**config.mk**
```make
export PLATFORM = sky130hd
export DESIGN_NAME = bounded_array_list_engine
export DESIGN_NICKNAME = d
export VERILOG_FILES = /design/src/hdl/bal_pkg.sv /design/src/hdl/bal_ram.sv /design/src/hdl/bal_ctrl.sv /design/src/hdl/bounded_array_list_engine.sv
export SDC_FILE = /design/constraint.sdc
export NUM_CORES = 1
export LEC_CHECK = 0
export BUFFER_PORTS_ARGS = -buffer_cell sky130_fd_sc_hd__buf_4
export CAP_MARGIN = 10
export CORE_MARGIN = 2
export CORE_UTILIZATION = 65
export DETAILED_ROUTE_END_ITERATION = 12
export PLACE_DENSITY = 0.83
export SYNTH_ARGS = -nofsm -noshare
export SYNTH_HDL_FRONTEND = slang
export SYNTH_HIERARCHICAL = 1
export SYNTH_SLANG_ARGS = --single-unit
```
**constraint.sdc**
```tcl
create_clock -name i_clk -period 8.15 [get_ports i_clk]
set_input_delay 1.2225 -clock i_clk [delete_from_list [all_inputs] [get_ports i_clk]]
set_output_delay 1.2225 -clock i_clk [all_outputs]
set_load 0.01 [all_outputs]
```
**src/hdl/bal_pkg.sv**
```systemverilog
`timescale 1ns / 1ps
// ----------------------------------------------------------------------------
// Bounded array list package
// Shared widths, operation and status codes, and the result beat structure.
// ----------------------------------------------------------------------------
package bal_pkg;

    localparam int DATA_W       = 32;
    localparam int KIND_W       = 3;
    localparam int POS_W        = 5;
    localparam int COUNT_W      = 5;
    localparam int STATUS_W     = 2;
    localparam int CAPACITY_DEF = 16;

    typedef enum logic [KIND_W-1:0] {
        KIND_PUSH_BACK  = 3'd0,
        KIND_PUSH_FRONT = 3'd1,
        KIND_POP_BACK   = 3'd2,
        KIND_POP_FRONT  = 3'd3,
        KIND_INSERT     = 3'd4,
        KIND_ERASE      = 3'd5,
        KIND_REMOVE     = 3'd6,
        KIND_DUMP       = 3'd7
    } t_kind;

    typedef enum logic [STATUS_W-1:0] {
        ST_OK     = 2'd0,
        ST_FULL   = 2'd1,
        ST_EMPTY  = 2'd2,
        ST_BADPOS = 2'd3
    } t_status;

    typedef struct packed {
        logic                load;
        t_status             status;
        logic [COUNT_W-1:0]  count;
        logic [DATA_W-1:0]   element;
        logic                last;
    } t_res;

endpackage

```
**src/hdl/bal_ram.sv**
```systemverilog
`timescale 1ns / 1ps
// ----------------------------------------------------------------------------
// Generic simple dual-port RAM
// One write port and one read port with registered read data.
// ----------------------------------------------------------------------------
module bal_ram #(
    parameter int WIDTH = 32,
    parameter int DEPTH = 16
) (
    input  logic                     i_clk,
    input  logic                     i_we,
    input  logic [$clog2(DEPTH)-1:0] i_waddr,
    input  logic [WIDTH-1:0]         i_wdata,
    input  logic [$clog2(DEPTH)-1:0] i_raddr,
    output logic [WIDTH-1:0]         o_rdata
);

    logic [WIDTH-1:0] r_mem [DEPTH];
    logic [WIDTH-1:0] r_rdata;

    always_ff @(posedge i_clk) begin
        if (i_we) begin
            r_mem[i_waddr] <= i_wdata;
        end
        r_rdata <= r_mem[i_raddr];
    end

    assign o_rdata = r_rdata;

endmodule

```
**src/hdl/bal_ctrl.sv**
```systemverilog
`timescale 1ns / 1ps
// ----------------------------------------------------------------------------
// Bounded array list sequencer
// Decodes one operation; walks the store one entry per cycle for shifts,
// compaction and dumps (dumps stall on a busy output); hands out result beats.
// ----------------------------------------------------------------------------
module bal_ctrl #(
    parameter int CAPACITY = 16
) (
    input  logic                        i_clk,
    input  logic                        i_rst_n,
    input  logic                        i_in_valid,
    output logic                        o_in_ready,
    input  logic [bal_pkg::KIND_W-1:0]  i_kind,
    input  logic [bal_pkg::POS_W-1:0]   i_position,
    input  logic [bal_pkg::DATA_W-1:0]  i_value,
    input  logic                        i_out_free,
    output bal_pkg::t_res               o_res,
    output logic                        o_we,
    output logic [$clog2(CAPACITY)-1:0] o_waddr,
    output logic [bal_pkg::DATA_W-1:0]  o_wdata,
    output logic [$clog2(CAPACITY)-1:0] o_raddr,
    input  logic [bal_pkg::DATA_W-1:0]  i_rdata
);

    import bal_pkg::*;

    localparam int AW = $clog2(CAPACITY);
    localparam int CW = $clog2(CAPACITY + 1);
    localparam int EW = ((POS_W > CW) ? POS_W : CW) + 1;

    typedef enum logic [2:0] {
        S_IDLE,
        S_SHIFT_UP,
        S_PUT,
        S_SHIFT_DN,
        S_REMOVE,
        S_DUMP,
        S_FIN
    } t_state;

    t_state            r_state, n_state;
    logic [CW-1:0]     r_count, n_count;
    logic [CW-1:0]     r_wr, n_wr;
    logic [AW-1:0]     r_addr, n_addr;
    logic [AW-1:0]     r_slot, n_slot;
    logic [DATA_W-1:0] r_val, n_val;
    t_status           r_status, n_status;

    logic              full;
    logic              empty;
    logic [EW-1:0]     pos_ext;
    logic [EW-1:0]     cnt_ext;
    logic [AW-1:0]     cnt_last;
    logic [AW-1:0]     ins_slot;
    logic [AW-1:0]     ers_slot;
    logic              at_last;

    assign full     = (r_count == CW'(CAPACITY));
    assign empty    = (r_count == '0);
    assign pos_ext  = EW'(i_position);
    assign cnt_ext  = EW'(r_count);
    assign cnt_last = AW'(r_count - CW'(1));
    assign at_last  = (r_addr == cnt_last);

    always_comb begin
        n_state  = r_state;
        n_count  = r_count;
        n_wr     = r_wr;
        n_addr   = r_addr;
        n_slot   = r_slot;
        n_val    = r_val;
        n_status = r_status;
        o_we     = 1'b0;
        o_waddr  = r_slot;
        o_wdata  = r_val;
        o_res    = '0;
        ins_slot = '0;
        ers_slot = '0;

        unique case (r_state)
            S_IDLE: begin
                if (i_in_valid) begin
                    n_val    = i_value;
                    n_status = ST_OK;
                    n_state  = S_FIN;
                    unique case (t_kind'(i_kind))
                        KIND_PUSH_BACK, KIND_PUSH_FRONT, KIND_INSERT: begin
                            if (t_kind'(i_kind) == KIND_PUSH_BACK) begin
                                ins_slot = AW'(r_count);
                            end else if (t_kind'(i_kind) == KIND_INSERT) begin
                                ins_slot = AW'(pos_ext - EW'(1));
                            end
                            if (full) begin
                                n_status = ST_FULL;
                            end else if (t_kind'(i_kind) == KIND_INSERT &&
                                         (pos_ext == '0 ||
                                          pos_ext > cnt_ext + EW'(1))) begin
                                n_status = ST_BADPOS;
                            end else begin
                                n_slot = ins_slot;
                                if (EW'(ins_slot) == cnt_ext) begin
                                    n_state = S_PUT;
                                end else begin
                                    n_addr  = cnt_last;
                                    n_state = S_SHIFT_UP;
                                end
                            end
                        end
                        KIND_POP_BACK: begin
                            if (empty) begin
                                n_status = ST_EMPTY;
                            end else begin
                                n_count = r_count - CW'(1);
                            end
                        end
                        KIND_POP_FRONT, KIND_ERASE: begin
                            if (t_kind'(i_kind) == KIND_ERASE) begin
                                ers_slot = AW'(pos_ext - EW'(1));
                            end
                            if (empty) begin
                                n_status = ST_EMPTY;
                            end else if (t_kind'(i_kind) == KIND_ERASE &&
                                         (pos_ext == '0 || pos_ext > cnt_ext)) begin
                                n_status = ST_BADPOS;
                            end else if (EW'(ers_slot) + EW'(1) == cnt_ext) begin
                                n_count = r_count - CW'(1);
                            end else begin
                                n_addr  = AW'(ers_slot + AW'(1));
                                n_state = S_SHIFT_DN;
                            end
                        end
                        KIND_REMOVE: begin
                            if (!empty) begin
                                n_addr  = '0;
                                n_wr    = '0;
                                n_state = S_REMOVE;
                            end
                        end
                        KIND_DUMP: begin
                            if (empty) begin
                                n_status = ST_EMPTY;
                            end else begin
                                n_addr  = '0;
                                n_state = S_DUMP;
                            end
                        end
                        default: begin
                            n_state = S_FIN;
                        end
                    endcase
                end
            end
            S_SHIFT_UP: begin
                o_we    = 1'b1;
                o_waddr = AW'(r_addr + AW'(1));
                o_wdata = i_rdata;
                if (r_addr == r_slot) begin
                    n_state = S_PUT;
                end else begin
                    n_addr = AW'(r_addr - AW'(1));
                end
            end
            S_PUT: begin
                o_we    = 1'b1;
                o_waddr = r_slot;
                o_wdata = r_val;
                n_count = r_count + CW'(1);
                n_state = S_FIN;
            end
            S_SHIFT_DN: begin
                o_we    = 1'b1;
                o_waddr = AW'(r_addr - AW'(1));
                o_wdata = i_rdata;
                if (at_last) begin
                    n_count = r_count - CW'(1);
                    n_state = S_FIN;
                end else begin
                    n_addr = AW'(r_addr + AW'(1));
                end
            end
            S_REMOVE: begin
                if (i_rdata != r_val) begin
                    o_we    = 1'b1;
                    o_waddr = AW'(r_wr);
                    o_wdata = i_rdata;
                    n_wr    = r_wr + CW'(1);
                end
                if (at_last) begin
                    n_count = n_wr;
                    n_state = S_FIN;
                end else begin
                    n_addr = AW'(r_addr + AW'(1));
                end
            end
            S_DUMP: begin
                if (i_out_free) begin
                    o_res.load    = 1'b1;
                    o_res.status  = ST_OK;
                    o_res.count   = COUNT_W'(r_count);
                    o_res.element = i_rdata;
                    o_res.last    = at_last;
                    if (at_last) begin
                        n_state = S_IDLE;
                    end else begin
                        n_addr = AW'(r_addr + AW'(1));
                    end
                end
            end
            S_FIN: begin
                if (i_out_free) begin
                    o_res.load    = 1'b1;
                    o_res.status  = r_status;
                    o_res.count   = COUNT_W'(r_count);
                    o_res.element = '0;
                    o_res.last    = 1'b1;
                    n_state       = S_IDLE;
                end
            end
            default: begin
                n_state = S_IDLE;
            end
        endcase
    end

    always_ff @(posedge i_clk) begin
        r_addr   <= n_addr;
        r_wr     <= n_wr;
        r_slot   <= n_slot;
        r_val    <= n_val;
        r_status <= n_status;
        if (!i_rst_n) begin
            r_state <= S_IDLE;
            r_count <= '0;
        end else begin
            r_state <= n_state;
            r_count <= n_count;
        end
    end

    assign o_in_ready = (r_state == S_IDLE);
    assign o_raddr    = n_addr;

endmodule

```
**src/hdl/bounded_array_list_engine.sv**
```systemverilog
`timescale 1ns / 1ps
// ----------------------------------------------------------------------------
// Bounded array list engine
// Ordered list of signed 32-bit elements in a fixed store with operations
// for push, pop, positional insert and erase, value removal and dump.
// ----------------------------------------------------------------------------
// The input channel takes one operation beat (kind, position, value) when
// i_in_valid and o_in_ready are both high; the output channel delivers
// result beats (status, count, element, last) under o_out_valid and
// i_out_ready. Every operation yields one beat with last set, except a dump
// of a non-empty list, which yields one beat per element, first to last.
// One operation is in flight at a time. Push back, pop back and all error
// cases move no stored element. Insert, push front, erase and pop front
// move one stored element per cycle through the single RAM write port.
// Value removal reads every held element once. A dump sends one element
// per cycle while the receiver takes them.
// Reset empties the list at once; no clearing pass is needed because only
// entries below the count are ever read. A stalled receiver holds the
// result register, and the sequencer waits for it before the next beat,
// while the list itself is already updated.
// ----------------------------------------------------------------------------
module bounded_array_list_engine #(
    parameter int CAPACITY = bal_pkg::CAPACITY_DEF
) (
    input  logic                         i_clk,
    input  logic                         i_rst_n,
    input  logic                         i_in_valid,
    output logic                         o_in_ready,
    input  logic [bal_pkg::KIND_W-1:0]   i_kind,
    input  logic [bal_pkg::POS_W-1:0]    i_position,
    input  logic [bal_pkg::DATA_W-1:0]   i_value,
    output logic                         o_out_valid,
    input  logic                         i_out_ready,
    output logic [bal_pkg::STATUS_W-1:0] o_status,
    output logic [bal_pkg::COUNT_W-1:0]  o_count,
    output logic [bal_pkg::DATA_W-1:0]   o_element,
    output logic                         o_last
);

    import bal_pkg::*;

    localparam int AW = $clog2(CAPACITY);

    t_res              res;
    logic              out_free;
    logic              we;
    logic [AW-1:0]     waddr;
    logic [AW-1:0]     raddr;
    logic [DATA_W-1:0] wdata;
    logic [DATA_W-1:0] rdata;

    logic                r_out_valid;
    logic [STATUS_W-1:0] r_status;
    logic [COUNT_W-1:0]  r_count;
    logic [DATA_W-1:0]   r_element;
    logic                r_last;

    assign out_free = !r_out_valid || i_out_ready;

    bal_ctrl #(
        .CAPACITY (CAPACITY)
    ) u_ctrl (
        .i_clk      (i_clk),
        .i_rst_n    (i_rst_n),
        .i_in_valid (i_in_valid),
        .o_in_ready (o_in_ready),
        .i_kind     (i_kind),
        .i_position (i_position),
        .i_value    (i_value),
        .i_out_free (out_free),
        .o_res      (res),
        .o_we       (we),
        .o_waddr    (waddr),
        .o_wdata    (wdata),
        .o_raddr    (raddr),
        .i_rdata    (rdata)
    );

    bal_ram #(
        .WIDTH (DATA_W),
        .DEPTH (CAPACITY)
    ) u_store (
        .i_clk   (i_clk),
        .i_we    (we),
        .i_waddr (waddr),
        .i_wdata (wdata),
        .i_raddr (raddr),
        .o_rdata (rdata)
    );

    always_ff @(posedge i_clk) begin
        if (res.load) begin
            r_status  <= res.status;
            r_count   <= res.count;
            r_element <= res.element;
            r_last    <= res.last;
        end
        if (!i_rst_n) begin
            r_out_valid <= 1'b0;
        end else if (res.load) begin
            r_out_valid <= 1'b1;
        end else if (i_out_ready) begin
            r_out_valid <= 1'b0;
        end
    end

    assign o_out_valid = r_out_valid;
    assign o_status    = r_status;
    assign o_count     = r_count;
    assign o_element   = r_element;
    assign o_last      = r_last;

endmodule

```
==> impl_metrics.ini <==
[sta]
fmax_ghz = 0.182
skew_ps = 19.6
finalSetupViolCount = 0
fin_crit_sh = 0.675
hold_viol_final = 0
fin_setup_tns_ps = 0
drv_slew = 0
rsz0062_at_grt = no
worst_pin_slew_ps = 933
timing.final.ws_setup_ps = 2650
hold_slack_ps = 537
min_period_ps = 5500
maxSlewHeadroom = 0.378

[setup_path]
crit_type = flop to flop
endpoint_kind = flop
arrival_ps = 5750
reg2reg_setup_slack_ps = 2650
worstPathMaxFanout = 27
required_ps = 8390
cp-start-kind = flop

[final_layout]
multi_input_area_sq_um = 6900
nFillCells = 2130
drive_gt1_frac = 0.235
diodes = 0
final_cell_mix = edfxtp_1 (595), mux4_2 (128), buf_4 (113)
layout.area.seq_sq_um = 18800
area_delta_synth_final_pct = 12.4
fin_nets = 1569
mostFrequentLayoutCell = edfxtp_1

[die]
coreArea_sq_um = 39500
die_area_sq_um = 41500
dieWidth_microns = 204
start_util = 0.655
die_y_microns = 204
rows = 73
io_pins = 86

[drt]
antenna_violating_nets_post_route = 0
vias_per_cell = 6.93
firstDrtPassIters = 7
postRouteWirelength_microns = 63900
initialDrtViolationCount = 1918
dr_wl_met3_microns = 6670
num_vias = 14424
dr_wl_met2_microns = 31600
avgRoutedWirePerCell_microns = 30.7
highest_layer = met4
wl_met1_microns = 22800
drc = 0

[clocking]
cts_buffers = 58
post-cts-setup-buffers = 0
h-tree-depth = 2
clk_pin_slew_worst_paths_ps = 60
worstSkewPairLatency_ps = 620
cts.path.max_buffers = 3
cts_tree = done
hold_buffers = 0
cts-root-buf = clkbuf_16
cts.sinks = 640
ctsResizeCount = 0

[pwr]
vdd_drop_max_v = 0.000378
p_leak_nw = 9.63
swShare = 0.358
pwr-share-clk = 0.207
p_sw_w = 0.00458
p_comb_frac = 0.410
power_density_nw_per_um2 = 439
internal-power_w = 0.00820
p_seq_frac = 0.383

[min_path]
worst_hold_path_type = flop to flop

[synthesis]
syn_inst = 1404
synth_top_area_share = 0.690
async_flop_share = 0
ys_seq_area_frac = 0.725
syn_avg_cell_area_sq_um = 18.4
yosys.area.top_type = edfxtp_1
synth.area.top_cells = edfxtp_1 (69%), mux4_2 (11%), dfxtp_1 (3.5%), a22oi_1 (1.9%), mux2_1 (1.4%)
syn_nets = 1467
synth_area_sq_um = 25900
synth.distinct_cells = 77
synth-edff-count = 595
synth_seq_cells = 640
synth_warnings = 6
ys.flop_type = edfxtp_1

[global_routing]
grt_pass1_wl_microns = 93200
track_usage = 0.315
first_global_vias = 14445
grt.overflow.total = 0
grt_max_degree = 130
antenna_found_initial = 0

[place]
pre_cts_ws_ps = 2270
dp_hpwl_microns = 33700
io_buffer_count = 85
place.gp.congestion = 0.968

[flow_run]
cap_violations = 0

[status]
status = completed
## per-stage QoR
step | total power (W) | instances | instance area [sq um] | utilization
final | 0.0128 | 2080 | 29100 | 0.736
after CTS | 0.0128 | 2080 | 29100 | 0.736
after detailed placement | 0.0100 | 1971 | 27300 | 0.690
after global placement | 0.00984 | 1971 | 27300 | 0.690
after floorplan | 0.00855 | 1404 | 25900 | -
after global routing | 0.0133 | 2080 | 29100 | 0.736
## Yosys cell counts, types with 14 or more instances
master / n
and2_1: 39
a22oi_1: 66
nor2_1: 52
nand3_1: 16
xor2_1: 41
xnor2_1: 16
o21ai_0: 23
dfxtp_1: 45
edfxtp_1: 595
inv_1: 14
ha_1: 19
nand2_1: 60
clkbuf_1: 38
mux4_2: 128
mux2_1: 32
a21oi_1: 20
## area by class of cell
cell class,count,share of cell area
inverter,16,0.00206
multi-input combinational,675,0.237
clock buffer,79,0.0561
clock inverter,30,0.00713
timing repair buffer,115,0.0305
tap,525,0.0226
sequential,640,0.645
## sequential cells by signal, summed over array words and instances, names as in the netlist, 2 cells and up
signal / flops
u_ctrl/r_wr: 5
u_ctrl/r_addr: 4
u_ctrl/r_val: 32
u_ctrl/r_status: 2
u_store/r_mem: 512
u_ctrl/r_slot: 4
o_element: 32
u_ctrl/r_state: 3
o_status: 2
u_ctrl/r_count: 5
o_count: 5
u_store/o_rdata: 32
## layer usage
metal / up-vias / track usage
li1: 5886 / -
met1: 7278 / 0.419
met2: 1068 / 0.515
met3: 192 / 0.0586
met4: 0 / 0.143
met5: - / 0
## cells by family after synthesis
group | count (synthesis) | synth area share
DFF | 640 | 0.725
and+or+nand+nor | 242 | 0.0483
AOI/OAI and AO/OA | 192 | 0.0550
adders and majority gates | 19 | 0.00918
xor gates and xnor gates | 60 | 0.0214
buffers and inverters | 89 | 0.0156
muxes | 162 | 0.126
## power by group through the flow
stage               sequential, W  combinational, W  clock (W)
floorplan                 0.00480           0.00374          0
global placement          0.00489           0.00495          0
detailed placement        0.00493           0.00508          0
CTS                       0.00488           0.00520    0.00267
global route              0.00493           0.00557    0.00278
finish                    0.00489           0.00524    0.00265
## final timing paths
check	startpoint	to	cells past startpoint
max	u_ctrl/r_val[18]$_DFFE_PP_	u_store/r_mem[4][15]$_DFFE_PP_	11
min reg2reg	o_out_valid$_SDFFE_PN0P_	o_out_valid$_SDFFE_PN0P_	2
min	o_out_valid$_SDFFE_PN0P_	o_out_valid$_SDFFE_PN0P_	2
max reg2reg	u_ctrl/r_val[18]$_DFFE_PP_	u_store/r_mem[4][15]$_DFFE_PP_	11
## critical path, cell delays in order, from the launching register on
cell and delay, ps:
edfxtp_1 440, xor2_1 210, nor4_1 640, nand4_1 290, nor2_1 450, nor2_1 230, nor2b_4 450, buf_4 540
a221o_1 290, nand3b_1 320, nor3_2 630, buf_4 590
Power figures use the tool's default switching activity.
